[src/design/cfgrad_pkg.sv]
// Package: shared types and constants for the color forward gradient block.
package cfgrad_pkg;

  // Fixed field widths
  localparam int GAIN_W  = 16;
  localparam int SCALE_W = 13;
  localparam int ROW_W   = 12;
  localparam int COL_W   = 11;
  localparam int RES_W   = 32;
  localparam int WREG_W  = 12;
  localparam int HREG_W  = 13;
  localparam int ADDR_W  = 4;
  localparam int DATA_W  = 32;

  // Frame limits and register reset values
  localparam int MAX_HEIGHT   = 4096;
  localparam int GAIN_RESET   = 4096;
  localparam int WIDTH_RESET  = 2048;
  localparam int HEIGHT_RESET = 4096;

  // Register index on the configuration bus
  typedef enum logic [1:0] {
    REG_GAIN    = 2'd0,
    REG_SPACING = 2'd1,
    REG_WIDTH   = 2'd2,
    REG_HEIGHT  = 2'd3
  } reg_idx_t;

  // Position and flags that travel with each result
  typedef struct packed {
    logic [ROW_W-1:0] row;
    logic [COL_W-1:0] col;
    logic             last;
    logic             done;
  } tag_t;

  // Load enables of the scaling pipeline stages
  typedef struct packed {
    logic e1;
    logic e2;
    logic e3;
    logic eo;
  } stage_en_t;

endpackage

[src/design/cfgrad_scale.sv]
// Module: scaling pipeline for one difference (gain, spacing, round, saturate).
module cfgrad_scale #(
  parameter int DIFF_W    = 19,
  parameter int FRAC_BITS = 12
) (
  input  logic                                  clk,
  input  cfgrad_pkg::stage_en_t                 en,
  input  logic signed [DIFF_W-1:0]              diff_i,
  input  logic signed [cfgrad_pkg::GAIN_W-1:0]  gain_i,
  input  logic        [cfgrad_pkg::SCALE_W-1:0] scale_i,
  output logic signed [cfgrad_pkg::RES_W-1:0]   res_o
);
  import cfgrad_pkg::*;

  localparam int GP_W = DIFF_W + GAIN_W;
  localparam int SP_W = GP_W + SCALE_W + 1;
  localparam int EW   = (SP_W + 1 > RES_W + 1) ? SP_W + 1 : RES_W + 1;
  localparam logic signed [EW-1:0] HALF = EW'(1) <<< (FRAC_BITS - 1);
  localparam logic signed [EW-1:0] QMAX = EW'(32'sh7FFFFFFF);
  localparam logic signed [EW-1:0] QMIN = EW'(32'sh80000000);

  logic signed [DIFF_W-1:0] diff_r;
  logic signed [GP_W-1:0]   gp_r;
  logic signed [SP_W-1:0]   sp_r;
  logic signed [RES_W-1:0]  res_r;
  logic signed [RES_W-1:0]  res_nxt;
  logic signed [EW-1:0]     sum;
  logic signed [EW-1:0]     quot;

  // Round to nearest, ties up, then clamp to 32 bits
  always_comb begin
    sum  = EW'(sp_r) + HALF;
    quot = sum >>> FRAC_BITS;
    if (quot > QMAX) begin
      res_nxt = RES_W'(QMAX);
    end else if (quot < QMIN) begin
      res_nxt = RES_W'(QMIN);
    end else begin
      res_nxt = quot[RES_W-1:0];
    end
  end

  // Advance each stage on its own enable
  always_ff @(posedge clk) begin
    if (en.e1) begin
      diff_r <= diff_i;
    end
    if (en.e2) begin
      gp_r <= diff_r * gain_i;
    end
    if (en.e3) begin
      sp_r <= gp_r * $signed({1'b0, scale_i});
    end
    if (en.eo) begin
      res_r <= res_nxt;
    end
  end

  assign res_o = res_r;

endmodule

[config.mk]
export PLATFORM = sky130hd
export DESIGN_NAME = cfgrad_scale
export DESIGN_NICKNAME = d
export VERILOG_FILES = /design/src/design/cfgrad_pkg.sv /design/src/design/cfgrad_scale.sv
export SDC_FILE = /design/constraint.sdc
export NUM_CORES = 2
export LEC_CHECK = 0
export BUFFER_PORTS_ARGS = -buffer_cell sky130_fd_sc_hd__buf_2
export CELL_PAD_IN_SITES_DETAIL_PLACEMENT = 1
export CELL_PAD_IN_SITES_GLOBAL_PLACEMENT = 1
export CORE_UTILIZATION = 48
export CTS_BUF_LIST = sky130_fd_sc_hd__clkbuf_8
export DETAILED_ROUTE_END_ITERATION = 8
export GPL_ROUTABILITY_DRIVEN = 0
export PLACE_DENSITY = 0.82
export SYNTH_ARGS = -nofsm -noshare
export SYNTH_HDL_FRONTEND = slang
export SYNTH_SLANG_ARGS = --single-unit
[constraint.sdc]
create_clock -name clk -period 7.3 [get_ports clk]
set_input_delay 0.73 -clock clk [delete_from_list [all_inputs] [get_ports clk]]
set_output_delay 0.73 -clock clk [all_outputs]
set_load 0.03 [all_outputs]
==> metrics.csv <==
metric,value,unit
syn_area_per_cell,9.547,um2
drtIter0Drc,1327,
clk_path_buf_depth,2,
synth_top_area_share,45.98,%
ys_ff_latch,124,
synth_area,0.03109,mm2
status,completed,
synth_nets,4222,
first_pass_iters,5,
cts_num_sinks,124,
rows,92,
cp-start-kind,register,
dieHeight,256.5,um
post_dp_cell_area,0.03262,mm2
syn_inst,3256,
insertion_delay,510,ps
clk_pin_slew,90,ps
cp_max_fo,16,
cts_buffers,17,
layout.nets,4257,
portBuffers,84,
final_antenna_net_count,0,
drive_above_1_share,6.084,%
fin_skew,16.66,ps
die_x,256.5,um
start_util,48.92,%
synth-compound-area-share,4.673,%
die_area,0.06578,mm2
min_period_over_period,95.35,%
ys.flop_type,edfxtp_1,
ys_types,62,
area_delta_synth_final,6.307,%
setup_viol,0,
cp.required,7550,ps
grt_overflow,0,
holdBufCountCts,0,
rsz0062_at_grt,false,
synth_top_family_by_area,adder cells,
cp-end-kind,register,
core_area,0.06354,mm2
synth-simple-area-share,14.79,%
dp.cells,4118,
synth-edff-count,124,
grt_pass1_wl,141.3,mm
grt_pass1_vias,26410,
yosys.area.top_type,fa_1,
post-route-drc-count,0,
vias,22370,
cts_setup_buffers,0,
slew_headroom,42.32,%
synth_mux_area_share,0.1006,%
max_freq,143.7,MHz
critPathKind,reg -> reg,
yosys-top-cells-count,"inv_1, fa_1, nand2_1, and2_1, ha_1",
layout.cell_area.non_filler,0.03305,mm2
yosys.area_share.xor_xnor,3.240,%
htreeDepth,4,
io_pins,85,
yosys-top-cells-area,"fa_1, edfxtp_1, inv_1, ha_1, and2_1",
cap_viol_max_count,0,
finalSetupTns,0,ps
routed_via_density,5.387,
wl,87.63,mm
cts_tree,yes,
gr-usage-all-layers,27.71,%
cts_root_buf,clkbuf_8,
worst_pin_slew,865.2,ps
cp.arrival,7210,ps
wl_per_cell,21.11,um
fin_cells,4152,
post_cts_resized,0,
async_flop_share,0,%
hold_viol_final,0,
hpwlAfterDp,72.80,mm
drv_slew,0,
period_needed,6961,ps
synth_most_common_cell,inv_1,
antenna_found_initial,1,
synthAdderAreaFrac,53.99,%
hold_path_class,in -> reg,
grt_max_degree,39,
synth_warnings,0,
ys_seq_area_share,11.98,%
[flip-flops by register name, summed over array words and instances, names as in the netlist]
register	flops
sp_r	38
diff_r	19
res_o	32
gp_r	35
[worst paths after layout]
kind,to,depth (start not counted),start,slack [ps]
min,diff_r[18],1,diff_i[18],390
max,gp_r[28],20,diff_r[11],340
min reg2reg,res_o[31],1,sp_r[48],650
max reg2reg,gp_r[28],20,diff_r[11],340
[worst max-delay path, cell delays in order, from the launching register on]
cell and delay (ps):
edfxtp_1 880, nand2_1 180, fa_1 540, fa_1 520, fa_1 510, inv_1 50, fa_1 480, fa_1 490
inv_1 50, fa_1 480, inv_1 40, ha_1 330, o21a_1 220, o211a_1 230, o211ai_1 170, a21oi_1 110
a211oi_1 420, o21ai_0 150, a31oi_1 460, o21ai_0 200, xor2_1 170
[cell usage in the layout (no fill, tap or decap), types with 18 or more instances in the layout]
master      n
fa_1      714
xor2_1     42
buf_4      71
nand2_1   471
nor2_1     51
edfxtp_1  124
a21o_1     31
nand3_1    30
xnor2_1    73
and2_1    317
inv_1     787
a21oi_1    52
o21ai_0    57
ha_1      199
buf_2      84
nand4_1    18
[cells by family after synthesis]
group / count (synthesis)
flops: 124
mux: 3
simple gates: 950
xor+xnor: 115
fa+ha+maj: 913
compound gates: 222
buf+inv: 929
[cell type report]
class                           count  area (um2)
Fill cell                        7269       30490
Antenna cell                        2       5.005
Clock inverter                     15       186.4
Tap cell                          846        1059
Sequential cell                   124        3724
Clock buffer                       17       234.0
Multi-Input combinational cell   2203       23870
Inverter                          787        2954
Timing Repair Buffer              158        1013
[layer usage]
| metal | part of all wire, % | vias to the layer above | track usage, % |
|---|---|---|---|
| li1 | - | 9687 | - |
| met1 | 39 | 11810 | 32.70 |
| met2 | 53 | 673 | 50.96 |
| met3 | 5.4 | 197 | 4.181 |
| met4 | 3.2 | 0 | 9.755 |
| met5 | 0 | - | 0 |
[through the flow]
| stage | setup slack, ps | util [%] | hold slack [ps] |
|---|---|---|---|
| after detailed placement | 8.126 | 51.34 | 651.1 |
| after global routing | 87.12 | 52.01 | 362.4 |
| after floorplan | 482.9 | - | 597.1 |
| after global placement | 281.0 | 51.34 | 656.7 |
| final | 339.3 | 52.01 | 385.5 |
| after CTS | 391.4 | 52.00 | 358.6 |
Power is left out: the tool's default activity adds up to more than one toggle a clock period on the data nets, which glitch-free logic cannot reach.
